[config.mk]
export PLATFORM = sky130hd
export DESIGN_NAME = tone_pattern_sequencer
export DESIGN_NICKNAME = d
export VERILOG_FILES = /design/src/rtl/tps_pkg.sv /design/src/rtl/tone_pattern_sequencer.sv /design/src/rtl/tps_step.sv /design/src/rtl/tps_obuf.sv
export SDC_FILE = /design/constraint.sdc
export NUM_CORES = 1
export LEC_CHECK = 0
export BUFFER_PORTS_ARGS = -buffer_cell sky130_fd_sc_hd__buf_2
export CORE_AREA = 2 2 160 84
export DETAILED_ROUTE_END_ITERATION = 10
export DIE_AREA = 0 0 162 86
export GPL_TIMING_DRIVEN = 0
export PLACE_DENSITY = 0.7
export SLEW_MARGIN = 20
export SYNTH_ARGS = -nofsm -noshare
export SYNTH_HDL_FRONTEND = slang
export SYNTH_SLANG_ARGS = --single-unit
[constraint.sdc]
create_clock -name clk -period 7.45 [get_ports clk]
set_input_delay 0.745 -clock clk [delete_from_list [all_inputs] [get_ports clk]]
set_output_delay 0.745 -clock clk [all_outputs]
set_load 0.005 [all_outputs]
[src/rtl/tps_pkg.sv]
package tps_pkg;

  localparam int unsigned PATTERN_LENGTH = 8;
  localparam int unsigned NUM_NOTES      = 5;
  localparam int unsigned HZ_W           = 12;
  localparam int unsigned DUR_W          = 10;
  localparam int unsigned IDX_W          = 4;

  localparam logic [DUR_W-1:0] ELAPSED_MAX = 10'd1023;

  localparam logic CMD_TICK  = 1'b0;
  localparam logic CMD_START = 1'b1;

  localparam logic [2:0] JINGLE_CAL     = 3'd0;
  localparam logic [2:0] JINGLE_SUCCESS = 3'd1;
  localparam logic [2:0] JINGLE_ERROR   = 3'd2;
  localparam logic [2:0] JINGLE_WARNING = 3'd3;

  localparam logic [1:0] PAT_CAL     = 2'd0;
  localparam logic [1:0] PAT_SUCCESS = 2'd1;
  localparam logic [1:0] PAT_ERROR   = 2'd2;
  localparam logic [1:0] PAT_WARNING = 2'd3;

  localparam logic [2:0] NOTE_SILENT = 3'd0;
  localparam logic [2:0] NOTE_C4     = 3'd1;
  localparam logic [2:0] NOTE_E4     = 3'd2;
  localparam logic [2:0] NOTE_G4     = 3'd3;
  localparam logic [2:0] NOTE_C5     = 3'd4;
  localparam logic [2:0] NOTE_A4     = 3'd5;

  localparam logic [2:0] REG_C4 = 3'd0;
  localparam logic [2:0] REG_E4 = 3'd1;
  localparam logic [2:0] REG_G4 = 3'd2;
  localparam logic [2:0] REG_C5 = 3'd3;
  localparam logic [2:0] REG_A4 = 3'd4;

  localparam logic [HZ_W-1:0] RST_C4_HZ = 12'd262;
  localparam logic [HZ_W-1:0] RST_E4_HZ = 12'd330;
  localparam logic [HZ_W-1:0] RST_G4_HZ = 12'd392;
  localparam logic [HZ_W-1:0] RST_C5_HZ = 12'd523;
  localparam logic [HZ_W-1:0] RST_A4_HZ = 12'd440;

  typedef logic [NUM_NOTES-1:0][HZ_W-1:0] note_bank_t;

  typedef struct packed {
    logic [2:0]       note;
    logic [DUR_W-1:0] dur;
  } step_t;

  typedef struct packed {
    logic             active;
    logic [1:0]       sel;
    logic [IDX_W-1:0] limit;
    logic [IDX_W-1:0] idx;
    logic [DUR_W-1:0] elapsed;
  } seq_state_t;

  typedef struct packed {
    logic             start_ignored;
    logic [2:0]       step_now;
    logic             playing;
    logic [HZ_W-1:0]  tone_hz;
  } out_beat_t;

  function automatic step_t step_lookup(input logic [1:0] sel, input logic [IDX_W-1:0] idx);
    step_t s;
    s = '{note: NOTE_SILENT, dur: '0};
    case (sel)
      PAT_CAL: begin
        case (idx)
          4'd0: s = '{note: NOTE_C4, dur: 10'd100};
          4'd1: s = '{note: NOTE_SILENT, dur: 10'd50};
          4'd2: s = '{note: NOTE_E4, dur: 10'd100};
          4'd3: s = '{note: NOTE_SILENT, dur: 10'd50};
          4'd4: s = '{note: NOTE_G4, dur: 10'd100};
          4'd5: s = '{note: NOTE_SILENT, dur: 10'd100};
          4'd6: s = '{note: NOTE_C5, dur: 10'd500};
          default: s = '{note: NOTE_SILENT, dur: '0};
        endcase
      end
      PAT_SUCCESS: begin
        case (idx)
          4'd0: s = '{note: NOTE_C4, dur: 10'd150};
          4'd1: s = '{note: NOTE_SILENT, dur: 10'd50};
          4'd2: s = '{note: NOTE_E4, dur: 10'd150};
          4'd3: s = '{note: NOTE_SILENT, dur: 10'd50};
          4'd4: s = '{note: NOTE_G4, dur: 10'd300};
          default: s = '{note: NOTE_SILENT, dur: '0};
        endcase
      end
      PAT_ERROR: begin
        case (idx)
          4'd0: s = '{note: NOTE_G4, dur: 10'd300};
          4'd1: s = '{note: NOTE_SILENT, dur: 10'd50};
          4'd2: s = '{note: NOTE_E4, dur: 10'd150};
          4'd3: s = '{note: NOTE_SILENT, dur: 10'd50};
          4'd4: s = '{note: NOTE_C4, dur: 10'd100};
          default: s = '{note: NOTE_SILENT, dur: '0};
        endcase
      end
      default: begin
        case (idx)
          4'd0: s = '{note: NOTE_A4, dur: 10'd200};
          4'd1: s = '{note: NOTE_SILENT, dur: 10'd200};
          4'd2: s = '{note: NOTE_A4, dur: 10'd200};
          default: s = '{note: NOTE_SILENT, dur: '0};
        endcase
      end
    endcase
    return s;
  endfunction

  function automatic logic [DUR_W-1:0] step_dur_of(input logic [1:0] sel,
                                                   input logic [IDX_W-1:0] idx);
    step_t s;
    s = step_lookup(sel, idx);
    return s.dur;
  endfunction

endpackage

[src/rtl/tone_pattern_sequencer.sv]
// Buzzer jingle sequencer. Each input beat carries a command in in_tuser (0 = one
// millisecond tick, 1 = start) and a jingle code in in_tdata (0 calibration, 1 success,
// 2 error, 3 warning, 4..7 short beep); every input beat yields exactly one output beat
// with the tone to drive now (0 = silent), a playing flag, the current step and a flag
// set when a start arrives during playback and is dropped. One beat is taken per clock;
// the sequencer state and the result are updated in the cycle a beat is accepted and the
// result sits in a two-entry output buffer, so input stalls only when two results are
// waiting. Note frequencies are written through the cfg port (index 0 C4, 1 E4, 2 G4,
// 3 C5, 4 A4; other indexes are dropped) and should only change while the block is idle.
module tone_pattern_sequencer (
  input  logic        clk,
  input  logic        rst_n,
  input  logic        in_tvalid,
  output logic        in_tready,
  input  logic [7:0]  in_tdata,   // [2:0] jingle
  input  logic        in_tuser,   // [0] cmd
  output logic        out_tvalid,
  input  logic        out_tready,
  output logic [23:0] out_tdata,  // [11:0] tone_hz, [12] playing, [15:13] step_now,
                                  // [16] start_ignored
  input  logic        cfg_valid,
  output logic        cfg_ready,
  input  logic [2:0]  cfg_index,
  input  logic [11:0] cfg_data
);

  tps_pkg::seq_state_t state_r;
  tps_pkg::seq_state_t state_nxt;
  tps_pkg::note_bank_t notes_r;
  tps_pkg::out_beat_t  res_beat;
  tps_pkg::out_beat_t  head_beat;
  logic                in_fire;
  logic                out_fire;

  assign in_fire   = in_tvalid && in_tready;
  assign out_fire  = out_tvalid && out_tready;
  assign cfg_ready = 1'b1;

  tps_step u_step (
    .cur    (state_r),
    .cmd    (in_tuser),
    .jingle (in_tdata[2:0]),
    .notes  (notes_r),
    .nxt    (state_nxt),
    .beat   (res_beat)
  );

  tps_obuf u_obuf (
    .clk       (clk),
    .rst_n     (rst_n),
    .push      (in_fire),
    .push_beat (res_beat),
    .ready     (in_tready),
    .valid     (out_tvalid),
    .pop       (out_fire),
    .head      (head_beat)
  );

  assign out_tdata = {7'd0, head_beat.start_ignored, head_beat.step_now,
                      head_beat.playing, head_beat.tone_hz};

  always_ff @(posedge clk) begin
    if (!rst_n) begin
      state_r <= '0;
    end else if (in_fire) begin
      state_r <= state_nxt;
    end
  end

  always_ff @(posedge clk) begin
    if (!rst_n) begin
      notes_r[tps_pkg::REG_C4] <= tps_pkg::RST_C4_HZ;
      notes_r[tps_pkg::REG_E4] <= tps_pkg::RST_E4_HZ;
      notes_r[tps_pkg::REG_G4] <= tps_pkg::RST_G4_HZ;
      notes_r[tps_pkg::REG_C5] <= tps_pkg::RST_C5_HZ;
      notes_r[tps_pkg::REG_A4] <= tps_pkg::RST_A4_HZ;
    end else if (cfg_valid && cfg_ready) begin
      unique case (cfg_index)
        tps_pkg::REG_C4: notes_r[tps_pkg::REG_C4] <= cfg_data;
        tps_pkg::REG_E4: notes_r[tps_pkg::REG_E4] <= cfg_data;
        tps_pkg::REG_G4: notes_r[tps_pkg::REG_G4] <= cfg_data;
        tps_pkg::REG_C5: notes_r[tps_pkg::REG_C5] <= cfg_data;
        tps_pkg::REG_A4: notes_r[tps_pkg::REG_A4] <= cfg_data;
        default: ;
      endcase
    end
  end

`ifndef SYNTHESIS
  a_idx_below_limit: assert property (@(posedge clk) disable iff (!rst_n)
    state_r.active |-> state_r.idx < state_r.limit)
    else $error("active step index at or past limit");

  a_step_has_dur: assert property (@(posedge clk) disable iff (!rst_n)
    state_r.active |-> tps_pkg::step_dur_of(state_r.sel, state_r.idx) != '0)
    else $error("active step has zero duration");

  a_elapsed_below_dur: assert property (@(posedge clk) disable iff (!rst_n)
    state_r.active |-> state_r.elapsed < tps_pkg::step_dur_of(state_r.sel, state_r.idx))
    else $error("elapsed time reached step duration without advancing");

  a_ignored_start_holds: assert property (@(posedge clk) disable iff (!rst_n)
    (in_fire && in_tuser == tps_pkg::CMD_START && state_r.active) |=>
      ($stable(state_r.idx) && $stable(state_r.elapsed) && $stable(state_r.sel)))
    else $error("dropped start changed sequencer state");
`endif

endmodule

[src/rtl/tps_step.sv]
module tps_step (
  input  tps_pkg::seq_state_t cur,
  input  logic                cmd,
  input  logic [2:0]          jingle,
  input  tps_pkg::note_bank_t notes,
  output tps_pkg::seq_state_t nxt,
  output tps_pkg::out_beat_t  beat
);

  tps_pkg::step_t               cur_step;
  tps_pkg::step_t               look_step;
  tps_pkg::step_t               new_step;
  logic [tps_pkg::IDX_W:0]      idx_inc;
  logic [tps_pkg::IDX_W:0]      nom_lim;
  logic [tps_pkg::IDX_W:0]      lim_clamped;
  logic [tps_pkg::DUR_W-1:0]    el_inc;
  logic [1:0]                   start_sel;
  logic                         ignored;
  logic [tps_pkg::HZ_W-1:0]     hz;

  assign cur_step  = tps_pkg::step_lookup(cur.sel, cur.idx);
  assign idx_inc   = {1'b0, cur.idx} + 5'd1;
  assign look_step = tps_pkg::step_lookup(cur.sel, idx_inc[tps_pkg::IDX_W-1:0]);
  assign el_inc    = (cur.elapsed < tps_pkg::ELAPSED_MAX) ? cur.elapsed + 10'd1 : cur.elapsed;

  always_comb begin
    unique case (jingle)
      tps_pkg::JINGLE_CAL: begin
        start_sel = tps_pkg::PAT_CAL;
        nom_lim   = 5'd8;
      end
      tps_pkg::JINGLE_SUCCESS: begin
        start_sel = tps_pkg::PAT_SUCCESS;
        nom_lim   = 5'd6;
      end
      tps_pkg::JINGLE_ERROR: begin
        start_sel = tps_pkg::PAT_ERROR;
        nom_lim   = 5'd6;
      end
      tps_pkg::JINGLE_WARNING: begin
        start_sel = tps_pkg::PAT_WARNING;
        nom_lim   = 5'd4;
      end
      default: begin
        start_sel = tps_pkg::PAT_WARNING;
        nom_lim   = 5'd2;
      end
    endcase
    lim_clamped = (nom_lim > 5'(tps_pkg::PATTERN_LENGTH)) ?
                  5'(tps_pkg::PATTERN_LENGTH) : nom_lim;
  end

  always_comb begin
    nxt     = cur;
    ignored = 1'b0;
    if (cmd == tps_pkg::CMD_START) begin
      if (cur.active) begin
        ignored = 1'b1;
      end else begin
        nxt.active  = 1'b1;
        nxt.sel     = start_sel;
        nxt.limit   = lim_clamped[tps_pkg::IDX_W-1:0];
        nxt.idx     = '0;
        nxt.elapsed = '0;
      end
    end else if (cur.active) begin
      nxt.elapsed = el_inc;
      if (el_inc >= cur_step.dur) begin
        nxt.idx = idx_inc[tps_pkg::IDX_W-1:0];
        if (idx_inc >= {1'b0, cur.limit} || idx_inc[tps_pkg::IDX_W] ||
            look_step.dur == '0) begin
          nxt.active = 1'b0;
        end else begin
          nxt.elapsed = '0;
        end
      end
    end
  end

  assign new_step = tps_pkg::step_lookup(nxt.sel, nxt.idx);

  always_comb begin
    unique case (new_step.note)
      tps_pkg::NOTE_C4: hz = notes[tps_pkg::REG_C4];
      tps_pkg::NOTE_E4: hz = notes[tps_pkg::REG_E4];
      tps_pkg::NOTE_G4: hz = notes[tps_pkg::REG_G4];
      tps_pkg::NOTE_C5: hz = notes[tps_pkg::REG_C5];
      tps_pkg::NOTE_A4: hz = notes[tps_pkg::REG_A4];
      default:          hz = '0;
    endcase
  end

  always_comb begin
    beat.start_ignored = ignored;
    beat.playing       = nxt.active;
    beat.step_now      = nxt.active ? nxt.idx[2:0] : 3'd0;
    beat.tone_hz       = nxt.active ? hz : '0;
  end

endmodule

[src/rtl/tps_obuf.sv]
module tps_obuf (
  input  logic               clk,
  input  logic               rst_n,
  input  logic               push,
  input  tps_pkg::out_beat_t push_beat,
  output logic               ready,
  output logic               valid,
  input  logic               pop,
  output tps_pkg::out_beat_t head
);

  tps_pkg::out_beat_t head_r;
  tps_pkg::out_beat_t tail_r;
  logic [1:0]         cnt_r;
  logic [1:0]         cnt_nxt;

  assign ready = (cnt_r != 2'd2);
  assign valid = (cnt_r != 2'd0);
  assign head  = head_r;

  always_comb begin
    cnt_nxt = cnt_r;
    if (push && !pop) begin
      cnt_nxt = cnt_r + 2'd1;
    end else if (pop && !push) begin
      cnt_nxt = cnt_r - 2'd1;
    end
  end

  always_ff @(posedge clk) begin
    if (!rst_n) begin
      cnt_r <= 2'd0;
    end else begin
      cnt_r <= cnt_nxt;
    end
  end

  always_ff @(posedge clk) begin
    if (push && (cnt_r == 2'd0 || (cnt_r == 2'd1 && pop))) begin
      head_r <= push_beat;
    end else if (pop && cnt_r == 2'd2) begin
      head_r <= tail_r;
    end
    if (push && cnt_r == 2'd1 && !pop) begin
      tail_r <= push_beat;
    end
  end

endmodule

# Word-level counts from Yosys, hierarchy flattened
# Cells that the tools add are included.
# Widths: inputs -> output; s select.
dict set report word_totals {
  register_bits 117
  latch_bits 0
  ram_bits 0
  romBits 0
  input_bits 29
  out_inout_bits 27
  wordCells 145
  mem_count 0
}
dict set report op_classes {
  addsub 4
  n_mul 0
  div 0
  magnitude_cmp 4
  eq_ne 38
  shifts 0
  n_mux 38
  bitwise 1
  n_reduce_logical 41
}
# cell n
set ops {}
lappend ops {{$pmux 9 s4} 4}
lappend ops {{$pmux 9 s6} 2}
lappend ops {{$pmux 12 s4} 2}
lappend ops {{$pmux 13 s6} 1}
lappend ops {{$pmux 10 s3} 2}
lappend ops {{$pmux 12 s5} 1}
lappend ops {{$mux 14} 3}
lappend ops {{$pmux 13 s3} 1}
lappend ops {{$eq 4x3->1 const B} 9}
lappend ops {{$mux 17} 2}
lappend ops {{$pmux 8 s2} 2}
lappend ops {{$pmux 13 s2} 1}
lappend ops {{$eq 4x2->1 const B} 6}
lappend ops {{$mux 10} 2}
lappend ops {{$mux 20} 1}
lappend ops {{$eq 3x2->1 const B} 6}
lappend ops {{$reduce_or 2->1} 7}
lappend ops {{$eq 4x1->1 const B} 3}
lappend ops {{$logic_not 4->1} 3}
lappend ops {{$mux 12} 1}
lappend ops {{$pmux 4 s3} 1}
lappend ops {{$add 10x1->10 const B} 1}
lappend ops {{$ge 10x10->1} 1}
lappend ops {{$logic_not 10->1} 1}
lappend ops {{other kinds (26)} 63}

# Depth between registers and ports, before layout
# Gate-level depths: netlist of the first run.
dict set report logic_depth {
  word_depth 19
  ltp_mapped 19
  depth_no_buf 18
}

# Modules after synthesis
# Synthesis of the first run repeated with hierarchy kept, for this count alone.
dict set report unflattened {
  hier_cells 717
  area_unflattened_um2 6867.8
}
# mod n_inst cells_per_inst area_each_um2 seq_area_each_um2
set modules_own_cells {}
lappend modules_own_cells {tone_pattern_sequencer 1 332 3364.5 1621.6}
lappend modules_own_cells {tps_step 1 270 1876.8 0.0}
lappend modules_own_cells {tps_obuf 1 115 1626.6 1061.0}

# Worst setup path after synthesis of the first run
# No wires, ideal clock.
dict set report synth_timing {
  kind {register -> register}
  startpoint {register state_r[10] (netlist name)}
  endpoint {register u_obuf.head_r (netlist bit u_obuf.head[10]) (data pin)}
  setup_ns 0.274
  arrival_time_ns 3.702
  required_time_ns 7.176
  slack_ns 3.474
  stages_incl_launch_ff 16
  n_path_buf 1
  synth_period_minus_slack_ns 3.976
  path_cell_list {dfxtp_1 -> ha_1 -> nor2_1 -> a2111oi_0 -> inv_1 -> o41ai_1 -> ha_1 -> a21bo_1 -> a21oi_1 -> o22ai_1 -> o311a_1 -> or3_1 -> clkbuf_1 -> and3_1 -> o21ai_1 -> a31oi_1}
}
dict set report synth_between {
  elab_chain_cells 16
  elab_cells_between_ends 64
  cone_classes {add/sub: 1; order compare: 2; eq/ne: 23; mux: 26; reduce/logical: 12}
}
# element line_no
set synth_lines {}
lappend synth_lines {{from (decl)} tone_pattern_sequencer.sv:27} ;# tps_pkg::seq_state_t state_r;
lappend synth_lines {{from (signal assigned)} tone_pattern_sequencer.sv:66} ;# state_r <= state_nxt;
lappend synth_lines {{$eq 4x2->1 (tied with other cells)} {tps_pkg.sv:70, tps_pkg.sv:82, tps_pkg.sv:92}}
lappend synth_lines {{$reduce_or 2->1 (no line)} --}
lappend synth_lines {{$pmux 9 s6 (tied with other cells)} tps_pkg.sv:70} ;# case (idx)
lappend synth_lines {{$pmux 10 s3} tps_pkg.sv:68} ;# case (sel)
lappend synth_lines {{$ge 10x10->1} tps_step.sv:68} ;# if (el_inc >= cur_step.dur) begin
lappend synth_lines {{$mux 14} tps_step.sv:68}
lappend synth_lines {{$mux 14} tps_step.sv:66} ;# end else if (cur.active) begin
lappend synth_lines {{$mux 14} tps_step.sv:56} ;# if (cmd == tps_pkg::CMD_START) begin
lappend synth_lines {{$eq 4x2->1 (tied with other cells)} {tps_pkg.sv:70, tps_pkg.sv:82, tps_pkg.sv:92}}
lappend synth_lines {{$reduce_or 2->1 (no line)} --}
lappend synth_lines {{$pmux 13 s6 (tied with other cells)} tps_pkg.sv:70}
lappend synth_lines {{$pmux 13 s3} tps_pkg.sv:68}
lappend synth_lines {{$eq 3x3->1 (tied with other cells)} tps_step.sv:83} ;# unique case (new_step.note)
lappend synth_lines {{$pmux 12 s5} tps_step.sv:83}
lappend synth_lines {{$mux 12 (*)} tps_step.sv:97} ;# beat.tone_hz = nxt.active ? hz : '0;
lappend synth_lines {{$mux 17 (*)} tps_obuf.sv:39} ;# if (push && (cnt_r == 2'd0 || (cnt_r == 2'd1 && pop))) begin
lappend synth_lines {{to (signal assigned)} tps_obuf.sv:40} ;# head_r <= push_beat;
lappend synth_lines {{to (signal assigned)} tps_obuf.sv:42} ;# head_r <= tail_r;
lappend synth_lines {{to (decl)} tps_obuf.sv:12} ;# tps_pkg::out_beat_t head_r;
# Mark *: on every way between the ends. The rest lies on a longest branch, timed or not. The select of a mux whose other input is x is not followed.
# A chain may end at the register's enable or synchronous reset.

# Final worst setup path of the first run
dict set report layout_timing {
  startpoint {register state_r[10] (netlist name)}
  endpoint {register u_obuf.head_r (netlist bit u_obuf.head[6]) (data pin)}
}
# Same word-level chain as after synthesis.

==> impl_metrics.toml, run 1 <==
[placed_design]
post-place-ws_ns = 2.15
io_buffers = 41
dp_cells = 939
hpwl_um = 13100
post_dp_cell_area_um2 = 6700
place_congestion = 0.951

[clock_network]
cts_setup_buffers = 0
cts_resized = 0
clockBufferDepth = 2
path_clk_slew_ns = 0.06
cts_tree = "yes"
numCtsBuffers = 17
ctsHoldBuffers = 0
worstSkewPairLatency_ns = 0.41
cts.sinks = 116
cts_root_buf = "clkbuf_16"
cts_max_level = 4

[setup_path]
cp.required_ns = 7.55
crit_path_end_kind = "flop"
timing.rr.start = "state_r[10]"
ff2ff_setup_slack_ns = 1.78
timing.rr.end = "u_obuf.head[6]"
path_class = "reg -> reg"
arrival_ns = 5.77
cp_max_fo = 10
crit_path_end = "u_obuf.head[6]"
r2r_cells = 15
crit_start = "state_r[10]"
cp-start-kind = "flop"

[sta]
hold_ws_ns = 0.469
hold_viol = 0
finalSetupViolCount = 0
period_minus_slack_ns = 5.67
drv_slew = 0
worst_slew_pin_slew_ns = 1.02
fmax_mhz = 176
maxSlewHeadroom = 0.318
fin_setup_tns_ns = 0
rsz0062_at_grt = "false"
fin_crit_sh = 0.761
fin_ws_ns = 1.78
skew_ns = 0.00726

[layout]
final_cells = 971
final_common_cell = "nand2_1"
post-route-util = 0.588
final_cell_area_um2 = 7300
mostFrequentLayoutCells = "nand2_1 (168), dfxtp_1 (82), a21boi_0 (54)"
antennaDiodeCount = 0
area_delta_synth_final_pct = 16.7
drive_gt1_frac = 0.129
nets = 841
fill_cells = 1093

[floorplan]
core-area_um2 = 12400
rows = 29
initial_core_util = 0.504
dieWidth_um = 162
dieArea_um2 = 13900
die_h_um = 86
ios = 56

[grt]
grt_pass1_wl_um = 27900
grt_pass1_vias = 5123
grt_max_degree = 18
grtUsageTotal = 0.260
antenna_found_initial = 0
gr-total-overflow = 0

[job]
maxCapViolations = 0

[min_path]
hold_path.class = "reg -> reg"

[route]
route.detailed.drc = 0
drt-initial-drc-count = 884
wl_um = 17600
ant_nets = 0
dr.pass1.iters = 6
num_vias = 5715
viasPerCell = 5.89
wl_per_cell_um = 18.1

[synthesis]
synth_edf_count = 34
synthCells = 722
synth_flop_cell = "dfxtp_1"
synth-seq-cells = 116
yosys_warnings = 0
seq_area_frac_synth = 0.426
ys_types = 65
synth_top_area_cell = "dfxtp_1"
synth.avg_cell_area_um2 = 8.66
yosysTopAreaCellShare = 0.263
ys_async_sr_fraction = 0
synth_area_um2 = 6250
synth_area_leaders = "dfxtp_1 (26%), edfxtp_1 (16%), nand2_1 (10%), a21boi_0 (6.5%), ha_1 (4.8%)"

[pwr]
p_clk_frac = 0.385
p_leak_nw = 2.90
p_sw_frac = 0.314
combPwrFrac = 0.250
power.internal_mw = 1.46
seqPwrFrac = 0.365
peakVddDrop_mv = 0.148
power_density_nw_per_um2 = 292
p_sw_mw = 0.670
totalPowerFinal_mw = 2.13

[outcome]
status = "complete, no violations"
[area by class of cell]
type	count	area [um2]	area share
plain buffers	50	233	0.0319
clock buffers	22	507	0.0695
clock inverters	10	92.6	0.0127
inverters	17	63.8	0.00875
multi-input cells	545	3320	0.455
flip-flops and latches	116	2660	0.365
well taps	170	213	0.0292
repair buffers	41	205	0.0281
[worst max-delay path, cell delays in order (launching register included)]
cell and delay, ns:
dfxtp_1 0.63, ha_1 0.36, nor2_1 0.07, a2111oi_0 0.82, inv_1 0.10, o41ai_1 0.11, ha_1 0.32, a21bo_1 0.20
a21oi_1 0.33, o221ai_1 0.31, o41a_1 0.49, nand2_1 0.17, a211oi_2 0.09, buf_2 0.22, a222oi_1 0.90, a31oi_1 0.23
[power groups by stage]
stage	Sequential [mW]	Combinational [mW]	Clock, mW
2_1_floorplan	0.794	0.339	0
3_5_place_dp	0.792	0.515	0
6_report	0.779	0.532	0.821
3_3_place_gp	0.788	0.499	0
5_1_grt	0.786	0.585	0.858
4_1_cts	0.779	0.520	0.824
[sequential cells by signal, indices dropped and copies added (netlist names)]
register       flops
u_obuf.tail_r     17
state_r           20
u_obuf.cnt_r       2
notes_r           60
u_obuf.head       17
[per-layer routing]
layer  share of wire  global-route usage  wire [um]  vias up
met2            0.36               0.325       6310      336
met4           0.011              0.0595        197        0
met5               0              0.0140          0        -
met3            0.14              0.0914       2490       27
met1            0.49               0.411       8600     2646
li1                -                   -          -     2706
[cells in the mapped netlist, drive strengths merged (19+ instances only)]
library cell,count
a21boi,54
a21oi,36
and3,19
clkbuf,34
dfxtp,82
edfxtp,34
ha,24
nand2,168
nand3,30
nor2,21
o21ai,24
[cell families after synthesis]
group,count (synthesis),share of synthesized area
muxes,16,0.0264
DFF,116,0.426
xor gates and xnor gates,11,0.0154
and+or+nand+nor,295,0.216
AOI/OAI and AO/OA,191,0.220
adders and majority gates,24,0.0480
buffers and inverters,67,0.0474
other,2,0.00120
[worst min-delay path by stage]
| stage | start | to | cells past startpoint |
|---|---|---|---|
| CTS | notes_r[16] | notes_r[16] | 2 |
| floorplan | notes_r[13] | notes_r[13] | 2 |
| finish | notes_r[54] | notes_r[54] | 2 |
| global placement | notes_r[13] | notes_r[13] | 2 |
| global route | notes_r[54] | notes_r[54] | 2 |
| detailed placement | notes_r[31] | notes_r[31] | 2 |
Note: power is estimated with default switching activity, not from simulation.
==> run 2, diff against run 1 <==
- ABC_AREA: unset -> 1
- CORE_AREA: 2 2 160 84 -> 2 2 158 83
- DIE_AREA: 0 0 162 86 -> 0 0 160 85
- clock period: 7.45 -> 5.5 ns (I/O delays scaled with it)
==> run 2 against run 1 <==
Total power is 43% higher. Sequential power rose by 36%. Sequential cell count unchanged. Largest cell class unchanged. Critical path type unchanged. Combinational power rose by 61%. Global-route usage fell by 1.7 points.
==> impl_metrics.toml, run 2 <==
[outcome]
status = "complete, no violations"

[setup_path]
crit_path_end_kind = "flop"
arrival_ns = 4.97
cp.required_ns = 5.68
cp_max_fo = 10
cp-start-kind = "flop"
path_class = "reg -> reg"

[floorplan]
dieWidth_um = 160
core-area_um2 = 12300
ios = 56
dieArea_um2 = 13600
die_h_um = 85
initial_core_util = 0.496
rows = 29

[layout]
nets = 908
multi_input_area_um2 = 2870
largest_register_ffs = 60
final_common_cell = "nand2_1"
mostFrequentLayoutCells = "nand2_1 (143), inv_1 (91), nor2_1 (90)"
drive_gt1_frac = 0.144
fill_cells = 1132
area_delta_synth_final_pct = 17.3
post-route-util = 0.581
antennaDiodeCount = 0
top_register = "notes_r"
ff_latch_area_um2 = 2660
top_regs = "notes_r x60, state_r x20"

[synthesis]
synth_xor_area_frac = 0.0130
yosys.area_share.simple = 0.270
synthCells = 788
ys_types = 44
synth-compound-area-share = 0.134
synth_area_leaders = "dfxtp_1 (27%), edfxtp_1 (17%), nand2_1 (8.8%), inv_1 (5.6%), nor2_1 (5.6%)"
yosys_warnings = 0
yosysTopAreaCellShare = 0.270
synth_area_um2 = 6080
synth_common_cells = "nand2_1 (143), inv_1 (91), nor2_1 (91)"
synth_top_area_cell = "dfxtp_1"
synth_edf_count = 34
synthAdderAreaFrac = 0.0494
yosysMostFrequentCell = "nand2_1"
synth_flop_cell = "dfxtp_1"
synth-seq-cells = 116
seq_area_frac_synth = 0.438
synth.avg_cell_area_um2 = 7.71
ys_async_sr_fraction = 0
synth_top_family_by_area = "simple AND/OR/NAND/NOR gates"
synth_mux_area_frac = 0

[grt]
grtUsageTotal = 0.243
grt_pass1_wl_um = 25400
grt_max_degree = 18
gr-total-overflow = 0
antenna_found_initial = 0
grt_pass1_vias = 4689

[clock_network]
cts_root_buf = "clkbuf_16"
cts_resized = 0
cts_max_level = 4
cts_setup_buffers = 0
cts.sinks = 116
path_clk_slew_ns = 0.06
clockBufferDepth = 2
cts_tree = "yes"
worstSkewPairLatency_ns = 0.42
ctsHoldBuffers = 0
numCtsBuffers = 17

[pwr]
power_density_nw_per_um2 = 426
seqPwrFrac = 0.349
p_leak_nw = 3.11
p_sw_mw = 1.05
combPwrFrac = 0.282
totalPowerFinal_mw = 3.04
power.internal_mw = 1.99
p_sw_frac = 0.346
p_clk_frac = 0.369
peakVddDrop_mv = 0.217

[sta]
rsz0062_at_grt = "false"
worst_slew_pin_slew_ns = 0.842
skew_ns = 0.00703
hold_ws_ns = 0.422
period_minus_slack_ns = 4.80
finalSetupViolCount = 0
hold_viol = 0
fmax_mhz = 209
fin_crit_sh = 0.872
fin_setup_tns_ns = 0
drv_slew = 0
maxSlewHeadroom = 0.438

[placed_design]
hpwl_um = 11500
io_buffers = 41
place_congestion = 0.917

[route]
ant_nets = 0
wl_per_cell_um = 15.2
route.detailed.drc = 0
drt-initial-drc-count = 702
num_vias = 5465
dr.pass1.iters = 5
wl_um = 15800
viasPerCell = 5.26

[job]
maxCapViolations = 0

[min_path]
hold_path.class = "in -> reg"
## run 2: worst paths after layout
check	from	to	slack (ns)	cells after the start
max reg2reg	state_r[11]	u_obuf.tail_r[11]	0.70	24
min	cfg_data[5]	notes_r[53]	0.42	3
max	state_r[11]	u_obuf.tail_r[11]	0.70	24
min reg2reg	notes_r[42]	notes_r[42]	0.45	2
## run 2: cells by family after synthesis
logic type                 count (synthesis)
and+or+nand+nor                          352
other                                      2
DFF                                      116
buffers and inverters                    137
adders and majority gates                 24
AOI/OAI and AO/OA                        148
xor gates and xnor gates                   9
## run 2: worst max-delay path, cell delays in order (launching register included)
cell     delay (ns)
dfxtp_1        0.56
inv_1          0.17
ha_1           0.25
o21ai_0        0.36
a21oi_1        0.19
nor4_1         0.42
ha_1           0.32
nand2_1        0.08
nand2_1        0.05
a21oi_1        0.17
nand2_2        0.09
nor2_4         0.10
nand2_4        0.09
nand3_1        0.10
nand3_2        0.09
nand2_2        0.16
inv_1          0.09
nand2_1        0.11
nor2_1         0.05
nand2_1        0.15
buf_2          0.26
o22ai_1        0.10
inv_1          0.11
nand4_1        0.24
and2_1         0.22
## run 2: area by class of cell
type / count / area share
Tap cell: 170 / 0.0298
Sequential cell: 116 / 0.373
Timing Repair Buffer: 42 / 0.0304
Inverter: 96 / 0.0505
Multi-Input combinational cell: 541 / 0.403
Buffer: 41 / 0.0298
Clock buffer: 17 / 0.0597
Clock inverter: 15 / 0.0237
## run 2: power groups by stage
stage	registers [mW]	logic, mW	clock network (mW)
4_1_cts	1.06	0.844	1.13
3_3_place_gp	1.08	0.814	0
2_1_floorplan	1.08	0.561	0
3_5_place_dp	1.08	0.837	0
6_report	1.06	0.857	1.12
5_1_grt	1.07	0.951	1.17
## run 2: metal layers
layer  GRT usage  wire length [um]  vias up
met5           0                 0        -
met4      0.0753               139        0
met3      0.0709              2150       15
met2       0.274              5170      307
met1       0.412              8330     2408
li1            -                 -     2735
## run 2: through the flow
stage | cell area [um2] | std cells | setup slack, ns
global route | 7130 | 1038 | 0.388
floorplan | 6100 | 794 | 1.90
finish | 7130 | 1038 | 0.704
global placement | 6520 | 1005 | 1.01
CTS | 7130 | 1038 | 0.919
detailed placement | 6540 | 1006 | 0.938
==> run 3, diff against run 2 <==
- PLACE_DENSITY: 0.7 -> 0.69
- clock period: 5.5 -> 5.05 ns (I/O delays scaled with it)
==> run 3 against run 2 <==
Cell count about the same. Core utilization increased by 0.39 points. Combinational power increased by 8.3%. Sequential cell count unchanged. Sequential share of layout area decreased by 0.25 points. Largest cell class unchanged. Fmax increased by 0.90%. Clock power increased by 20%.
==> impl_metrics.toml, run 3 (synthesis gave the netlist of run 2 again) <==
[sta]
drv_slew = 0
fin_crit_sh = 0.941
finalSetupViolCount = 0
fmax_mhz = 210
maxSlewHeadroom = 0.412
fin_ws_ns = 0.297
hold_viol = 0
period_minus_slack_ns = 4.75
skew_ns = 0.00996
rsz0062_at_grt = "false"
worst_slew_pin_slew_ns = 0.874
hold_ws_ns = 0.400
fin_setup_tns_ns = 0

[floorplan]
initial_core_util = 0.496
core-area_um2 = 12300
rows = 29
die_h_um = 85
dieWidth_um = 160
dieArea_um2 = 13600
ios = 56

[setup_path]
cp-start-kind = "flop"
critPathSlowestCell = "dfxtp_1"
arrival_ns = 4.92
path_class = "reg -> reg"
timing.rr.start = "state_r[10]"
crit_top_cell = "nand2_1"
ff2ff_setup_slack_ns = 0.30
crit_start = "state_r[10]"
critPathMaxStageDelay_ns = 0.51
crit_buf_inv = 4
cp_max_fo = 10
cp.required_ns = 5.22
crit_family = "simple AND/OR/NAND/NOR gates"
crit_path_end_kind = "flop"

[grt]
grt_pass1_vias = 4995
grtUsageTotal = 0.247
grt_max_degree = 18
grt_util_met3 = 0.0616
grt.met2_usage = 0.312
gr-total-overflow = 0
grt_pass1_wl_um = 26000
antenna_found_initial = 0
grt_busiest_layer = "met1"
met1_usage = 0.397

[clock_network]
cts_max_level = 4
cts.sinks = 116
cts_setup_buffers = 0
cts_root_buf = "clkbuf_16"
ctsHoldBuffers = 0
worstSkewPairLatency_ns = 0.41
cts_resized = 0
numCtsBuffers = 17
clockBufferDepth = 2
path_clk_slew_ns = 0.06
cts_tree = "yes"

[route]
drt-initial-drc-count = 659
viasPerCell = 5.40
route.detailed.drc = 0
dr.pass1.iters = 5
wl_per_cell_um = 15.8
ant_nets = 0
wl_um = 16400
num_vias = 5597

[placed_design]
io_buffers = 41
post-place-ws_ns = 0.523
dp_cells = 1005
place_congestion = 0.908
hpwl_um = 12100

[outcome]
status = "complete, no violations"

[layout]
area_delta_synth_final_pct = 18.1
largest_register_ffs = 60
nets = 907
top_regs = "notes_r x60, state_r x20"
final_cells = 1037
top_register = "notes_r"
antennaDiodeCount = 0
multi_input_area_um2 = 2870
fill_cells = 1088
drive_gt1_frac = 0.143
mostFrequentLayoutCells = "nand2_1 (143), inv_1 (91), nor2_1 (90)"
post-route-util = 0.585
final_common_cell = "nand2_1"
ff_latch_area_um2 = 2660

[pwr]
p_leak_nw = 3.13
peakVddDrop_mv = 0.235
power_density_nw_per_um2 = 477

[min_path]
hp-start = "cfg_data[8]"
hold_path.class = "in -> reg"

[job]
maxCapViolations = 0
-- run 3: cell types whose count changed in the layout (fill, tap and decap cells not counted), sizes merged --
cell      change
clkinv        +2
buf           -1
clkinvlp      -1
inv           -4
bufinv        +3
-- run 3: final cells by class --
type,count,share of cell area
Sequential cell,116,0.371
Buffer,41,0.0296
Timing Repair Buffer,41,0.0286
Clock inverter,15,0.0317
Multi-Input combinational cell,541,0.400
Inverter,96,0.0502
Clock buffer,17,0.0593
Tap cell,170,0.0296
-- run 3: final timing paths --
check | end | cells past startpoint
worst max-delay path | u_obuf.head[10] | 25
worst min-delay path | notes_r[8] | 3
worst max register to register | u_obuf.head[10] | 25
worst min register to register | notes_r[38] | 2
-- run 3: tightest hold or removal path: stages --
cell and delay [ns]:
buf_2 0.15, nand2_1 0.07, nand3_1 0.05
-- run 3: report_power, final --
part           internal, mW  total (mW)  switching (mW)
registers              1.12        1.16          0.0421
clock network         0.880        1.34           0.456
logic                 0.303       0.928           0.625
-- run 3: metrics by stage --
step	total power, mW	area (um2)
after detailed placement	2.08	6530
after global routing	3.58	7180
final	3.42	7180
after CTS	3.41	7180
after global placement	2.05	6520
after floorplan	1.79	6100
-- run 3: layer usage --
metal	part of all wire	vias up
li1	-	2722
met4	0.012	2
met5	0.0034	-
met3	0.11	24
met2	0.36	282
met1	0.51	2567
